## src/hw/rtl/aacrtp_pkg.sv

```systemverilog
// Shared types and constants of the AAC RTP packetizer.
// No dependencies; imported by every module of the block.
`default_nettype none

package aacrtp_pkg;

  localparam int unsigned CFG_IDX_W  = 2;
  localparam int unsigned CFG_DATA_W = 32;

  // configuration register indexes
  localparam logic [CFG_IDX_W-1:0] REG_MAX_PACKET  = 2'd0;
  localparam logic [CFG_IDX_W-1:0] REG_PAYLOAD_TYPE = 2'd1;
  localparam logic [CFG_IDX_W-1:0] REG_START_SEQ   = 2'd2;
  localparam logic [CFG_IDX_W-1:0] REG_SOURCE_ID   = 2'd3;

  localparam logic [15:0] RESET_MAX_PACKET   = 16'd1400;
  localparam logic [6:0]  RESET_PAYLOAD_TYPE = 7'd97;

  localparam logic [12:0] ADTS_BYTES    = 13'd7;
  localparam logic [15:0] ALL_HDR_BYTES = 16'd16;
  localparam logic [7:0]  ADTS_SYNC     = 8'hFF;
  localparam logic [3:0]  ADTS_SYNC_LO  = 4'hF;
  localparam logic [7:0]  RTP_BYTE0     = 8'h80;
  localparam logic [7:0]  AU_HDR_LEN_HI = 8'h00;
  localparam logic [7:0]  AU_HDR_LEN_LO = 8'h10;

  // one payload byte request from front to back
  typedef struct packed {
    logic [7:0]  data;
    logic [12:0] remaining;   // this byte and all later payload bytes of the frame
    logic        min_two;     // packet opened here carries at least two bytes
    logic [31:0] timestamp;
    logic [12:0] au_size;
  } cmd_t;

  // settings the back end reads
  typedef struct packed {
    logic [15:0] max_packet;
    logic [6:0]  payload_type;
    logic [31:0] source_id;
    logic        seq_load;
    logic [15:0] seq_value;
  } back_cfg_t;

endpackage

`default_nettype wire

```

## src/hw/rtl/aac_rtp_packetizer.sv

```systemverilog
// Top level of the AAC RTP packetizer (RFC 3640 high bit-rate mode).
// Depends on aacrtp_pkg, aacrtp_front, aacrtp_cmd_queue and aacrtp_back.
//
//   channel   ports                                           handshake
//   input     data_byte, frame_length, frame_timestamp       push / full
//   result    out_byte, packet_end                            pop / empty
//   config    cfg_index, cfg_data                             cfg_write
//
// Frame bytes are taken while full is low; a released held first byte blocks
// input while its partner byte waits to be queued. The back end sends one
// packet byte per cycle while pop keeps the output register free: a new
// packet first sends the 16 bytes of its RTP and AU headers, then payload.
// Reset (rst, synchronous) clears control state and restores the register
// defaults. Either side can stall alone: the request queue decouples them.
`default_nettype none

module aac_rtp_packetizer
  import aacrtp_pkg::*;
#(
  parameter int unsigned CMD_DEPTH = 4
)(
  input  wire logic                  clk,
  input  wire logic                  rst,
  // input bytes
  input  wire logic                  push,
  output logic                       full,
  input  wire logic [7:0]            data_byte,
  input  wire logic [12:0]           frame_length,
  input  wire logic [31:0]           frame_timestamp,
  // packet bytes
  output logic                       empty,
  input  wire logic                  pop,
  output logic [7:0]                 out_byte,
  output logic                       packet_end,
  // configuration writes
  input  wire logic                  cfg_write,
  input  wire logic [CFG_IDX_W-1:0]  cfg_index,
  input  wire logic [CFG_DATA_W-1:0] cfg_data
);

  logic [15:0] max_packet;
  logic [6:0]  payload_type;
  logic [31:0] source_id;

  back_cfg_t bcfg;
  cmd_t      f_cmd, q_cmd;
  logic      f_push, q_full, q_valid, q_pop;

  // registers; a start_sequence write also reloads the back end's counter
  always_ff @(posedge clk) begin
    if (rst) begin
      max_packet   <= RESET_MAX_PACKET;
      payload_type <= RESET_PAYLOAD_TYPE;
      source_id    <= '0;
    end else if (cfg_write) begin
      unique case (cfg_index)
        REG_MAX_PACKET:   max_packet   <= cfg_data[15:0];
        REG_PAYLOAD_TYPE: payload_type <= cfg_data[6:0];
        REG_START_SEQ:    ;
        REG_SOURCE_ID:    source_id    <= cfg_data;
        default:          ;
      endcase
    end
  end

  assign bcfg = '{max_packet: max_packet, payload_type: payload_type,
                  source_id: source_id,
                  seq_load: cfg_write && (cfg_index == REG_START_SEQ),
                  seq_value: cfg_data[15:0]};

  // front: ADTS detection, held first byte, payload byte requests
  aacrtp_front u_front (
    .clk             (clk),
    .rst             (rst),
    .push            (push),
    .full            (full),
    .data_byte       (data_byte),
    .frame_length    (frame_length),
    .frame_timestamp (frame_timestamp),
    .cmd_push        (f_push),
    .cmd_out         (f_cmd),
    .cmd_full        (q_full)
  );

  aacrtp_cmd_queue #(
    .DEPTH (CMD_DEPTH)
  ) u_queue (
    .clk      (clk),
    .rst      (rst),
    .wr_en    (f_push),
    .wr_data  (f_cmd),
    .q_full   (q_full),
    .rd_en    (q_pop),
    .rd_valid (q_valid),
    .rd_data  (q_cmd)
  );

  // back: packet opening, header serializer, output register
  aacrtp_back u_back (
    .clk        (clk),
    .rst        (rst),
    .cfg        (bcfg),
    .cmd_valid  (q_valid),
    .cmd        (q_cmd),
    .cmd_pop    (q_pop),
    .empty      (empty),
    .pop        (pop),
    .out_byte   (out_byte),
    .packet_end (packet_end)
  );

endmodule

`default_nettype wire

```

## src/hw/rtl/aacrtp_front.sv

```systemverilog
// Front end: takes frame bytes, strips ADTS headers, issues payload byte requests.
// Depends on aacrtp_pkg.
`default_nettype none

module aacrtp_front
  import aacrtp_pkg::*;
(
  input  wire logic        clk,
  input  wire logic        rst,
  input  wire logic        push,
  output logic             full,
  input  wire logic [7:0]  data_byte,
  input  wire logic [12:0] frame_length,
  input  wire logic [31:0] frame_timestamp,
  output logic             cmd_push,
  output cmd_t             cmd_out,
  input  wire logic        cmd_full
);

  logic [12:0] pos, pos_next;
  logic [12:0] len, len_next;
  logic [7:0]  held, held_next;
  logic        adts, adts_next;
  logic [12:0] aus, aus_next;
  logic [31:0] ts, ts_next;
  logic        pend_v, pend_v_next;
  cmd_t        pend, pend_next;

  logic        accept;
  logic        new_v;
  cmd_t        new_cmd;
  logic [13:0] pos_inc;

  assign full    = pend_v || cmd_full;
  assign accept  = push && !full;
  assign pos_inc = {1'b0, pos} + 14'd1;

  always_comb begin
    pos_next    = pos;
    len_next    = len;
    held_next   = held;
    adts_next   = adts;
    aus_next    = aus;
    ts_next     = ts;
    // a waiting second byte stays until the queue takes it
    pend_v_next = pend_v && cmd_full;
    pend_next   = pend;
    new_v       = 1'b0;
    new_cmd     = '{data: data_byte, remaining: len - pos, min_two: 1'b0,
                    timestamp: ts, au_size: aus};
    if (accept) begin
      if (pos == '0) begin
        if (frame_length != '0) begin
          len_next  = frame_length;
          ts_next   = frame_timestamp;
          adts_next = 1'b0;
          aus_next  = frame_length;
          if (frame_length > ADTS_BYTES) begin
            held_next = data_byte;
            pos_next  = 13'd1;
          end else begin
            new_v   = 1'b1;
            new_cmd = '{data: data_byte, remaining: frame_length, min_two: 1'b0,
                        timestamp: frame_timestamp, au_size: frame_length};
            pos_next = (frame_length == 13'd1) ? '0 : 13'd1;
          end
        end
      end else if (pos == 13'd1 && len > ADTS_BYTES) begin
        if (held == ADTS_SYNC && data_byte[7:4] == ADTS_SYNC_LO) begin
          adts_next = 1'b1;
          aus_next  = len - ADTS_BYTES;
        end else begin
          // release held byte now; second byte waits in pend until the queue takes it
          new_v       = 1'b1;
          new_cmd     = '{data: held, remaining: len, min_two: 1'b1,
                          timestamp: ts, au_size: aus};
          pend_v_next = 1'b1;
          pend_next   = '{data: data_byte, remaining: len - 13'd1, min_two: 1'b0,
                          timestamp: ts, au_size: aus};
        end
        pos_next = 13'd2;
      end else begin
        new_v    = !(adts && pos < ADTS_BYTES);
        pos_next = (pos_inc >= {1'b0, len}) ? '0 : pos_inc[12:0];
      end
    end
  end

  assign cmd_push = pend_v || new_v;
  assign cmd_out  = pend_v ? pend : new_cmd;

  always_ff @(posedge clk) begin
    if (rst) begin
      pos    <= '0;
      len    <= '0;
      held   <= '0;
      adts   <= 1'b0;
      aus    <= '0;
      ts     <= '0;
      pend_v <= 1'b0;
    end else begin
      pos    <= pos_next;
      len    <= len_next;
      held   <= held_next;
      adts   <= adts_next;
      aus    <= aus_next;
      ts     <= ts_next;
      pend_v <= pend_v_next;
    end
    pend <= pend_next;
  end

endmodule

`default_nettype wire

```

## src/hw/rtl/aacrtp_cmd_queue.sv

```systemverilog
// Short request queue between front and back end.
// Depends on aacrtp_pkg for the request type.
`default_nettype none

module aacrtp_cmd_queue
  import aacrtp_pkg::*;
#(
  parameter int unsigned DEPTH = 4
)(
  input  wire logic clk,
  input  wire logic rst,
  input  wire logic wr_en,
  input  cmd_t      wr_data,
  output logic      q_full,
  input  wire logic rd_en,
  output logic      rd_valid,
  output cmd_t      rd_data
);

  localparam int unsigned PTR_W = (DEPTH > 1) ? $clog2(DEPTH) : 1;
  localparam int unsigned CNT_W = $clog2(DEPTH + 1);

  cmd_t             mem [DEPTH];
  logic [PTR_W-1:0] wr_ptr, rd_ptr;
  logic [CNT_W-1:0] count;
  logic             do_wr, do_rd;

  assign q_full   = (count == CNT_W'(DEPTH));
  assign rd_valid = (count != '0);
  assign rd_data  = mem[rd_ptr];
  assign do_wr    = wr_en && !q_full;
  assign do_rd    = rd_en && rd_valid;

  always_ff @(posedge clk) begin
    if (rst) begin
      wr_ptr <= '0;
      rd_ptr <= '0;
      count  <= '0;
    end else begin
      if (do_wr) begin
        wr_ptr <= (wr_ptr == PTR_W'(DEPTH - 1)) ? '0 : wr_ptr + 1'b1;
      end
      if (do_rd) begin
        rd_ptr <= (rd_ptr == PTR_W'(DEPTH - 1)) ? '0 : rd_ptr + 1'b1;
      end
      if (do_wr && !do_rd) begin
        count <= count + 1'b1;
      end else if (do_rd && !do_wr) begin
        count <= count - 1'b1;
      end
    end
    if (do_wr) begin
      mem[wr_ptr] <= wr_data;
    end
  end

endmodule

`default_nettype wire

```

## src/hw/rtl/aacrtp_back.sv

```systemverilog
// Back end: opens packets, serializes RTP and AU headers, sends payload bytes.
// Depends on aacrtp_pkg.
`default_nettype none

module aacrtp_back
  import aacrtp_pkg::*;
(
  input  wire logic  clk,
  input  wire logic  rst,
  input  back_cfg_t  cfg,
  input  wire logic  cmd_valid,
  input  cmd_t       cmd,
  output logic       cmd_pop,
  output logic       empty,
  input  wire logic  pop,
  output logic [7:0] out_byte,
  output logic       packet_end
);

  typedef enum logic {ST_RUN, ST_HDR} state_t;

  state_t      state;
  logic [3:0]  idx;
  logic [12:0] left;
  logic        marker;
  logic [15:0] seq;
  logic        out_v;

  logic        adv;
  logic [15:0] chunk, chunk_min;
  logic [12:0] n;
  logic        mk;
  logic [7:0]  hdr_byte;

  assign adv     = !out_v || pop;
  assign empty   = !out_v;
  assign cmd_pop = (state == ST_RUN) && adv && cmd_valid && (left != '0);

  // packet size for a packet opened at the queue head
  always_comb begin
    chunk     = (cfg.max_packet > ALL_HDR_BYTES) ? cfg.max_packet - ALL_HDR_BYTES : '0;
    chunk_min = cmd.min_two ? 16'd2 : 16'd1;
    if (chunk < chunk_min) begin
      chunk = chunk_min;
    end
    mk = ({3'b000, cmd.remaining} <= chunk);
    n  = mk ? cmd.remaining : chunk[12:0];
  end

  always_comb begin
    unique case (idx)
      4'd0:    hdr_byte = RTP_BYTE0;
      4'd1:    hdr_byte = {marker, cfg.payload_type};
      4'd2:    hdr_byte = seq[15:8];
      4'd3:    hdr_byte = seq[7:0];
      4'd4:    hdr_byte = cmd.timestamp[31:24];
      4'd5:    hdr_byte = cmd.timestamp[23:16];
      4'd6:    hdr_byte = cmd.timestamp[15:8];
      4'd7:    hdr_byte = cmd.timestamp[7:0];
      4'd8:    hdr_byte = cfg.source_id[31:24];
      4'd9:    hdr_byte = cfg.source_id[23:16];
      4'd10:   hdr_byte = cfg.source_id[15:8];
      4'd11:   hdr_byte = cfg.source_id[7:0];
      4'd12:   hdr_byte = AU_HDR_LEN_HI;
      4'd13:   hdr_byte = AU_HDR_LEN_LO;
      4'd14:   hdr_byte = cmd.au_size[12:5];
      default: hdr_byte = {cmd.au_size[4:0], 3'b000};
    endcase
  end

  always_ff @(posedge clk) begin
    if (rst) begin
      state  <= ST_RUN;
      idx    <= '0;
      left   <= '0;
      marker <= 1'b0;
      seq    <= '0;
      out_v  <= 1'b0;
    end else begin
      if (pop && out_v) begin
        out_v <= 1'b0;
      end
      unique case (state)
        ST_RUN: begin
          if (adv && cmd_valid) begin
            out_v <= 1'b1;
            if (left == '0) begin
              out_byte   <= RTP_BYTE0;
              packet_end <= 1'b0;
              left       <= n;
              marker     <= mk;
              idx        <= 4'd1;
              state      <= ST_HDR;
            end else begin
              out_byte   <= cmd.data;
              packet_end <= (left == 13'd1);
              left       <= left - 13'd1;
            end
          end
        end
        ST_HDR: begin
          if (adv) begin
            out_v      <= 1'b1;
            out_byte   <= hdr_byte;
            packet_end <= 1'b0;
            idx        <= idx + 4'd1;
            if (idx == 4'd3) begin
              seq <= seq + 16'd1;
            end
            if (idx == 4'd15) begin
              state <= ST_RUN;
            end
          end
        end
        default: state <= ST_RUN;
      endcase
      if (cfg.seq_load) begin
        seq <= cfg.seq_value;
      end
    end
  end

endmodule

`default_nettype wire
```

## config.mk

```make
export PLATFORM = sky130hd
export DESIGN_NAME = aac_rtp_packetizer
export DESIGN_NICKNAME = d
export VERILOG_FILES = /design/src/hw/rtl/aacrtp_pkg.sv /design/src/hw/rtl/aac_rtp_packetizer.sv /design/src/hw/rtl/aacrtp_front.sv /design/src/hw/rtl/aacrtp_cmd_queue.sv /design/src/hw/rtl/aacrtp_back.sv
export SDC_FILE = /design/constraint.sdc
export NUM_CORES = 1
export LEC_CHECK = 0
export BUFFER_PORTS_ARGS = -buffer_cell sky130_fd_sc_hd__buf_4
export CAP_MARGIN = 20
export CORE_ASPECT_RATIO = 1.4
export CORE_MARGIN = 2
export CORE_UTILIZATION = 30
export DETAILED_ROUTE_END_ITERATION = 8
export PLACE_DENSITY = 0.53
export SETUP_SLACK_MARGIN = 0.1
export SLEW_MARGIN = 20
export SYNTH_ARGS = -nofsm -noshare
export SYNTH_HDL_FRONTEND = slang
export SYNTH_SLANG_ARGS = --single-unit
```

## constraint.sdc

```tcl
create_clock -name clk -period 11.4 [get_ports clk]
set_input_delay 2.28 -clock clk [delete_from_list [all_inputs] [get_ports clk]]
set_output_delay 2.28 -clock clk [all_outputs]
set_load 0.005 [all_outputs]
```

# Word-level counts from Yosys, hierarchy flattened
# Memories as Yosys holds them, arrays and structs flattened. A register that Yosys moved wholly into a read port is not among the register bits.
# Index checks and enable logic that the tools add are counted.
# Widths: inputs -> output; s select.
[classes] bitwise=4 muxes=70 reduce_logical=50 eq_ne=30 addsub=12 n_lt_le_gt_ge=7
[op_table] cell="$mux 67" count=5
[op_table] cell="$mux 13" count=11
[op_table] cell="$pmux 8 s15" count=1
[op_table] cell="$mux 59" count=2
[op_table] cell="$mux 16" count=6
[op_table] cell="$eq 13x1->1 const B" count=3
[op_table] cell="$eq 4x4->1 const B" count=9
[op_table] cell="$mux 1" count=27
[op_table] cell="$gt 13x3->1 const B" count=2
[op_table] cell="$logic_not 13->1" count=2
[op_table] cell="$reduce_bool 13->1" count=2
[op_table] cell="$sub 13x1->13 const B" count=2
[op_table] cell="$mux 8" count=3
[op_table] cell="$add 16x1->16 const B" count=1
[op_table] cell="$eq 4x3->1 const B" count=4
[op_table] cell="$gt 16x5->1 const B" count=1
[op_table] cell="$le 13x16->1" count=1
[op_table] cell="$lt 16x16->1" count=1
[op_table] cell="$pmux 8 s2" count=1
[op_table] cell="$sub 16x5->16 const B" count=1
[op_table] cell="$logic_and 1x1->1" count=15
[op_table] cell="$reduce_and 3->1" count=5
[op_table] cell="$add 13x1->14 const B" count=1
[op_table] cell="$ge 14x13->1" count=1
[op_table] cell="other kinds (28)" count=66
[totals] ff_bits=254 elab_cells=199 inputBits=92 n_memories=1 ramBits=268 output_inout_bits=11
[mem_list] name="u_queue.mem" words=4 width=67 read_ports=1 rd_clocked_by_memory_dff=1 wr=1 line_no="aacrtp_cmd_queue.sv:23" source="cmd_t mem [DEPTH];"

# Logic depth before layout (Yosys ltp)
# Gate-level depths: netlist of run 1.
[depth] word_depth=12 mapped_depth=19 mapped_depth_nobuf=18

# Cells and area by module
# From an unflattened synthesis of run 1, not the netlist that was laid out.
[unflattened] hier_cells=2070 area_unflattened_um2=24577.3
[modules_own_cells] module="aacrtp_cmd_queue" n_inst=1 area_each_um2=10173.5 cells_each=400 seq_area_each_um2=8227.9
[modules_own_cells] module="aacrtp_front" n_inst=1 area_each_um2=8227.9 cells_each=951 seq_area_each_um2=3603.5
[modules_own_cells] module="aacrtp_back" n_inst=1 area_each_um2=3836.2 cells_each=492 seq_area_each_um2=991.0
[modules_own_cells] module="aac_rtp_packetizer" n_inst=1 area_each_um2=2339.7 cells_each=227 seq_area_each_um2=1101.1

# Worst setup path after synthesis of run 1
# Ideal clock, no wire load.
[synth_path] kind="input to register" from="input port push" to="register u_front.pend[0] (netlist name) (enable)" setup_ps=653 arrival_time_ps=9176 slack_ps=1571 path_stages=3 path_buffers=1 required_ps=10747 path_cell_list="nand3_1 clkbuf_1 nor4_1"
[synth_via] elab_chain_len=2
[synth_lines] element="from (decl)" line_no="aac_rtp_packetizer.sv:25" source="input wire logic push,"
[synth_lines] element="$logic_and 1x1->1" line_no="aacrtp_front.sv:35" source="assign accept = push && !full;"
[synth_lines] element="$reduce_and 4->1 (no line)"
[synth_lines] element="to (signal assigned)" line_no="aacrtp_front.sv:110" source="pend <= pend_next;"
[synth_lines] element="to (decl)" line_no="aacrtp_front.sv:27" source="cmd_t pend, pend_next;"
# No other way between the ends.
# A chain may end at the register's enable or synchronous reset.

# Worst setup path in the final report of run 1
[layout_path] from="input port push" to="memory u_queue.mem[2][17] (netlist name) (enable)"
[layout_via] elab_chain_len=6
[layout_lines] element="$logic_and 1x1->1" line_no="aacrtp_front.sv:35"
[layout_lines] element="$mux 1" line_no="aacrtp_front.sv:51" source="if (accept) begin"
[layout_lines] element="$logic_or 1x1->1" line_no="aacrtp_front.sv:89" source="assign cmd_push = pend_v || new_v;"
[layout_lines] element="$logic_and 1x1->1" line_no="aacrtp_cmd_queue.sv:31" source="assign do_wr = wr_en && !q_full;"
[layout_lines] element="$mux 1" line_no="aacrtp_cmd_queue.sv:52" source="if (do_wr) begin"
[layout_lines] element="$mux 1 (not written as such)" line_no="aacrtp_cmd_queue.sv:53" source="mem[wr_ptr] <= wr_data;"
[layout_lines] element="to (decl)" line_no="aacrtp_cmd_queue.sv:23"
# No other way between the ends.

==> flow_metrics.env, run 1 <==
export IMPL_outcome="complete, but fails checks"
export IMPL_violations="design-rule violations"
export IMPL_synth_nets=2230
export IMPL_drive_gt1_share_pct=14.9
export IMPL_worstPathCellList="buf_4, nand3_1, nor4_1, or3_1, o21a_1, and2_2, buf_4"
export IMPL_final_nets=2297
export IMPL_worst_slack_ps=6110
export IMPL_n_antenna_cell=0
export IMPL_grt_pass1_wl_mm=99.3
export IMPL_crit_fanout=60
export IMPL_portBuffers=102
export IMPL_die_area_sq_mm=0.0817
export IMPL_die_x_microns=242
export IMPL_final_max_slew_viol_count=0
export IMPL_max_freq_ghz=0.189
export IMPL_synth_area_leader_cell="edfxtp_1"
export IMPL_fin_util_pct=34.9
export IMPL_yosysSeqAreaShare_pct=58.4
export IMPL_dp_hpwl_mm=44.8
export IMPL_antenna_found_initial=2
export IMPL_overflow=0
export IMPL_numCtsBuffers=55
export IMPL_htreeDepth=2
export IMPL_dp_cells=3140
export IMPL_place_ws_ps=5430
export IMPL_synth_top_cell_area_share_pct=43.2
export IMPL_row_count=122
export IMPL_design_core_area_sq_mm=0.0789
export IMPL_cp_common_cell="buf_4"
export IMPL_slowest_delay_ps=880
export IMPL_p_per_area_mw_per_mm2=208
export IMPL_peakVddDrop_uv=142
export IMPL_final_setup_viol_count=0
export IMPL_finalSetupTns_ps=0
export IMPL_clock_skew_ps=52.6
export IMPL_start_util_pct=30.2
export IMPL_max_cap_viol_count=0
export IMPL_synth_seq_cells=524
export IMPL_hold_buffers=0
export IMPL_crit_family="simple AND/OR/NAND/NOR gates"
export IMPL_synthFlopType="edfxtp_1"
export IMPL_critPathLaunchType="primary input"
export IMPL_worstPathRequired_ps=11640
export IMPL_cts_resized=0
export IMPL_design_area_sq_mm=0.0276
export IMPL_placed_cell_area_sq_mm=0.0257
export IMPL_worstSetupEndpointType="register"
export IMPL_grt_max_degree=87
export IMPL_viasPerCell=5.11
export IMPL_drt_first_pass_iters=9
export IMPL_drt_iter0_drc=1319
export IMPL_yosysWarningCount=0
export IMPL_cp_arrival_ps=5540
export IMPL_wirelength_mm=65.1
export IMPL_p_total_mw=5.74
export IMPL_route_detailed_drc=3
export IMPL_synth_common_cells="nand2_1 (365), edfxtp_1 (343), dfxtp_1 (181)"
export IMPL_cts_setup_buffers=0
export IMPL_ant_nets=0
export IMPL_syn_inst=2077
export IMPL_area_growth_pct=15.7
export IMPL_stdcell_count=3245
export IMPL_cts_sinks=524
export IMPL_clk_pin_slew_ps=70
export IMPL_holdCritPathClass="register to register"
export IMPL_num_vias=16600
export IMPL_final_hold_viol_count=0
export IMPL_avgSynthCellArea_sq_um=11.5
export IMPL_worstSkewPairLatency_ps=640
export IMPL_synth_most_common_cell="nand2_1"
export IMPL_cp_slowest_cell="nor4_1"
export IMPL_ys_top_cells_by_area="edfxtp_1 (43%), dfxtp_1 (15%), mux4_2 (6.3%)"
export IMPL_synth_area_sq_mm=0.0238
export IMPL_rsz0062_at_grt="false"
export IMPL_synth_async_reset_ratio_pct=0
export IMPL_critPathKind="primary input to register"
export IMPL_regToRegSetupSlack_ps=6270
export IMPL_synth_cell_types=75
export IMPL_path_buf_inv=2
export IMPL_globalplace_congestion=0.901
export IMPL_cts_tree="built"
export IMPL_min_period_ps=5290
export IMPL_die_h_microns=337
export IMPL_clk_path_buf_depth=3
export IMPL_root_buffer="clkbuf_16"
export IMPL_synth_edf_count=343
export IMPL_grtUsageTotal_pct=15.7
export IMPL_timing_final_crit_share_pct=46.4
export IMPL_p_leak_nw=9.23
export IMPL_holdWs_ps=450
export IMPL_fill_cells=7826
export IMPL_worstMarginPinSlew_ps=1110
export IMPL_maxSlewHeadroom_pct=26.3
export IMPL_grt_pass1_vias=16400
export IMPL_ios=103
export IMPL_routedWlPerCell_microns=20.1
==> per-layer routing <==
metal / vias to the layer above / routed length, microns / GRT usage (%)
li1: 7829 / - / -
met1: 8114 / 27700 / 20.1
met2: 493 / 31700 / 26.8
met3: 135 / 3360 / 2.37
met4: 0 / 2340 / 5.86
met5: - / 0 / 0
==> sequential cells by signal (all words and copies together) (netlist names), 8 cells and up, named ones only <==
| name | cells |
|---|---|
| max_packet | 16 |
| source_id | 32 |
| u_back.left | 13 |
| u_back.out_byte | 8 |
| u_back.seq | 16 |
| u_front.aus | 13 |
| u_front.held | 8 |
| u_front.len | 13 |
| u_front.pend | 66 |
| u_front.pos | 13 |
| u_front.ts | 32 |
| u_queue.mem | 268 |
==> final timing paths <==
kind | from | to | cells past startpoint
max | push | u_queue.mem[2][17] | 7
min | u_front.ts[4] | u_front.pend[17] | 0
max reg2reg | register | u_back.left[4] | 17
min reg2reg | u_front.ts[4] | u_front.pend[17] | 0
==> power by group <==
| group | switching (mW) | internal (mW) |
|---|---|---|
| registers | 0.112 | 2.27 |
| clock network | 0.777 | 1.05 |
| logic | 0.936 | 0.594 |
==> worst register-to-register path, delay by kind of cell, from the launching register on <==
family / cells / cell delay [ps]
buf+inv: 4 / 1170
flops: 1 / 330
mux: 1 / 680
simple gates: 3 / 650
fa+ha+maj: 2 / 500
compound gates: 7 / 1630
==> cells in the final DEF (no fill, tap or decap), drive strengths merged, types with 7 or more instances in the layout <==
master	n
dfxtp	181
mux4	67
nand3	47
a222oi	8
nor2	113
a311oi	12
inv	54
a21o	7
nor3	38
a211oi	20
clkbuf	73
and3	9
and2	19
nand2	365
o22ai	8
buf	133
o21ai	104
o21a	9
nor4	22
nor2b	13
edfxtp	343
o2111ai	11
mux2i	62
or2	15
a221oi	12
or4	9
clkinv	25
ha	59
xnor2	34
xor2	18
a22oi	18
a21oi	158
a31oi	13
or3	13
nand4	23
==> cell families (layout without fill, tap and decap cells) <==
kind of cell	after synthesis	in the layout	synth area share [%]
simple gates	708	708	13.5
flops	524	524	58.4
compound gates	425	425	11.0
buf+inv	178	292	2.93
mux	129	129	8.94
fa+ha+maj	61	61	3.27
xor+xnor	52	52	1.91
==> final cells by class <==
type	count	area (sq um)	share of cell area (%)
multi-input combinational	1375	9250	33.6
tap	1054	1320	4.79
clock inverter	31	337	1.22
inverter	55	206	0.749
clock buffer	73	1510	5.49
timing repair buffer	133	1000	3.63
sequential	524	13900	50.6
No activity file was read; power rests on OpenSTA's default activity.
==> inputs of run 2 (changes only) <==
--- a/config.mk
+++ b/config.mk
@@ -5,13 +5,14 @@
 export SDC_FILE = /design/constraint.sdc
 export NUM_CORES = 1
 export LEC_CHECK = 0
+export ABC_AREA = 1
 export BUFFER_PORTS_ARGS = -buffer_cell sky130_fd_sc_hd__buf_4
 export CAP_MARGIN = 20
 export CORE_ASPECT_RATIO = 1.4
 export CORE_MARGIN = 2
 export CORE_UTILIZATION = 30
 export DETAILED_ROUTE_END_ITERATION = 8
-export PLACE_DENSITY = 0.53
+export PLACE_DENSITY = 0.54
 export SETUP_SLACK_MARGIN = 0.1
 export SLEW_MARGIN = 20
 export SYNTH_ARGS = -nofsm -noshare
==> constraint.sdc (replaced) <==
create_clock -name clk -period 4.7 [get_ports clk]
set_input_delay 0.94 -clock clk [delete_from_list [all_inputs] [get_ports clk]]
set_output_delay 0.94 -clock clk [all_outputs]
set_load 0.005 [all_outputs]
==> run 2 against run 1 <==
  * Utilization is essentially flat
  * Cell area rose by 3.4%
  * Sequential share of layout area is 1.7 points lower
  * Non-clock buffer count grew 8
  * The run now ends clean
  * Via count is 16% higher
  * Wire length rose by 11%
  * Total power rose to 2.5 times the previous value
  * First-iteration DRC count shrank 10%
  * Critical path depth is 18 higher
==> flow_metrics.env, run 2 <==
export IMPL_start_util_pct=30.3
export IMPL_rsz0062_at_grt="false"
export IMPL_top_register="u_queue.mem"
export IMPL_worstSkewPairLatency_ps=620
export IMPL_p_leak_nw=10.7
export IMPL_routedWlPerCell_microns=18.6
export IMPL_syn_inst=2714
export IMPL_final_max_slew_viol_count=0
export IMPL_ys_top_cells_by_area="edfxtp_1 (42%), dfxtp_1 (15%), nand2_1 (6.1%)"
export IMPL_hold_buffers=0
export IMPL_synth_nets=2867
export IMPL_synth_top_cell_area_share_pct=41.7
export IMPL_synth_edf_count=343
export IMPL_overflow=0
export IMPL_grt_max_degree=133
export IMPL_multi_input_area_sq_mm=0.00939
export IMPL_drive_gt1_share_pct=10.3
export IMPL_max_cap_viol_count=0
export IMPL_numCtsBuffers=52
export IMPL_root_buffer="clkbuf_16"
export IMPL_drt_first_pass_iters=5
export IMPL_synth_area_sq_mm=0.0247
export IMPL_n_antenna_cell=0
export IMPL_die_area_sq_mm=0.0848
export IMPL_drt_iter0_drc=1186
export IMPL_grt_pass1_vias=18900
export IMPL_worstPathRequired_ps=5160
export IMPL_path_buf_inv=4
export IMPL_worstSetupEndpointType="register"
export IMPL_max_freq_ghz=0.254
export IMPL_final_hold_viol_count=0
export IMPL_final_cell_mix="nand2_1 (402), nor2_1 (364), edfxtp_1 (343)"
export IMPL_largest_reg_flops=268
export IMPL_htreeDepth=2
export IMPL_worstMarginPinSlew_ps=942
export IMPL_holdCritPathClass="register to register"
export IMPL_ios=103
export IMPL_yosysWarningCount=0
export IMPL_crit_fanout=53
export IMPL_cts_sinks=524
export IMPL_seq_area_sq_mm=0.0139
export IMPL_min_period_ps=3930
export IMPL_ant_nets=0
export IMPL_cp_slowest_cell="dfxtp_4"
export IMPL_synth_most_common_cell="nand2_1"
export IMPL_reg_top3="u_queue.mem x268, u_front.pend x66"
export IMPL_fill_cells=8504
export IMPL_avgSynthCellArea_sq_um=9.11
export IMPL_die_h_microns=344
export IMPL_crit_family="simple AND/OR/NAND/NOR gates"
export IMPL_grtUsageTotal_pct=16.9
export IMPL_portBuffers=102
export IMPL_fin_util_pct=34.9
export IMPL_clk_pin_slew_ps=60
export IMPL_p_total_mw=14.5
export IMPL_cts_setup_buffers=0
export IMPL_cts_resized=0
export IMPL_synth_common_cells="nand2_1 (402), nor2_1 (368), edfxtp_1 (343)"
export IMPL_yosysSeqAreaShare_pct=56.3
export IMPL_final_setup_viol_count=0
export IMPL_row_count=124
export IMPL_clock_skew_ps=35.9
export IMPL_cp_arrival_ps=4390
export IMPL_p_per_area_mw_per_mm2=510
export IMPL_antenna_found_initial=1
export IMPL_die_x_microns=247
export IMPL_clk_path_buf_depth=3
export IMPL_critPathKind="register to register"
export IMPL_cp_common_cell="nand2_1"
export IMPL_synth_seq_cells=524
export IMPL_final_nets=2939
export IMPL_synth_area_leader_cell="edfxtp_1"
export IMPL_globalplace_congestion=0.882
export IMPL_slowest_delay_ps=700
export IMPL_viasPerCell=4.95
export IMPL_num_vias=19300
export IMPL_maxSlewHeadroom_pct=37.0
export IMPL_design_core_area_sq_mm=0.0816
export IMPL_peakVddDrop_uv=306
export IMPL_final_common_cell="nand2_1"
export IMPL_wirelength_mm=72.5
export IMPL_timing_final_crit_share_pct=83.7
export IMPL_route_detailed_drc=0
export IMPL_area_growth_pct=15.3
export IMPL_cts_tree="built"
export IMPL_synthFlopType="edfxtp_1"
export IMPL_synth_cell_types=63
export IMPL_synth_async_reset_ratio_pct=0
export IMPL_outcome="finished clean"
export IMPL_dp_hpwl_mm=50.6
export IMPL_grt_pass1_wl_mm=111
export IMPL_critPathLaunchType="register"
==> run 2: changes by cell type in the layout (fill, tap and decap cells not counted), sizes merged, moves of 46 or more <==
cell	before	now
nor2	113	385
a21oi	158	237
mux2i	62	0
nand3	47	149
o21ai	104	304
o22ai	8	70
mux4	67	0
nand2	365	411
inv	54	251
==> run 2: path summary, 6_finish.rpt <==
path                                   endpoint  slack, ps      startpoint  cells past startpoint
worst max-delay path             u_back.left[0]        770        register                     25
worst min-delay path            u_front.pend[4]        430  u_front.aus[4]                      0
worst max register to register   u_back.left[0]        770        register                     25
worst min register to register  u_front.pend[4]        430  u_front.aus[4]                      0
==> run 2: kinds of logic (layout without fill, tap and decap cells) <==
kind of cell,after synthesis,count (layout),share of synthesized area (%)
buffers and inverters,368,484,5.86
adders and majority gates,61,61,3.15
AOI/OAI and AO/OA,692,692,15.4
xor gates and xnor gates,53,53,1.88
and+or+nand+nor,1016,1016,17.4
DFF,524,524,56.3
==> run 2: cell type report <==
cell class	count	area share [%]
well taps	1071	4.70
clock buffers	63	4.89
inverters	245	3.24
clock inverters	35	1.30
flip-flops and latches	524	48.9
repair buffers	141	4.06
multi-input cells	1822	32.9
==> run 2: through the flow <==
stage          instance area, sq um  worst slack [ps]  hold WS (ps)  TNS [ps]  cells
6_report                      28500               768           429         0   3901
4_1_cts                       28500               760           428         0   3901
3_5_place_dp                  26700               787           413         0   3803
2_1_floorplan                 24700              -597           408   -160100   2714
5_1_grt                       28500               260           435         0   3901
3_3_place_gp                  26700               810           410         0   3803
==> run 2: layer usage <==
metal / track usage, % / up-vias / part of all wire (%)
li1: - / 9506 / -
met1: 20.6 / 9213 / 42
met2: 30.7 / 448 / 51
met3: 2.13 / 126 / 3.9
met4: 5.69 / 0 / 3.0
met5: 0 / - / 0
==> run 2: power by group <==
part / total, mW / internal [mW] / switching (mW)
clock network: 4.31 / 2.42 / 1.89
logic: 4.22 / 1.30 / 2.93
registers: 6.00 / 5.66 / 0.340
==> run 2: worst reg2reg max path, stage by stage (launching register included) <==
cell	delay, ps
dfxtp_4	700
clkinv_2	180
nor2_1	130
nor2_1	60
a21oi_1	350
ha_1	310
nand2_1	90
inv_1	40
nor2_1	80
nand3_1	110
nand2_1	100
nand2_1	60
ha_1	290
inv_1	40
o21bai_1	120
a21oi_1	80
o21ai_0	150
nand2_1	70
nand2_1	60
nand2_1	50
nand2_1	60
nand2_2	180
inv_2	260
nand3_1	120
nand2_1	70
a21oi_1	50
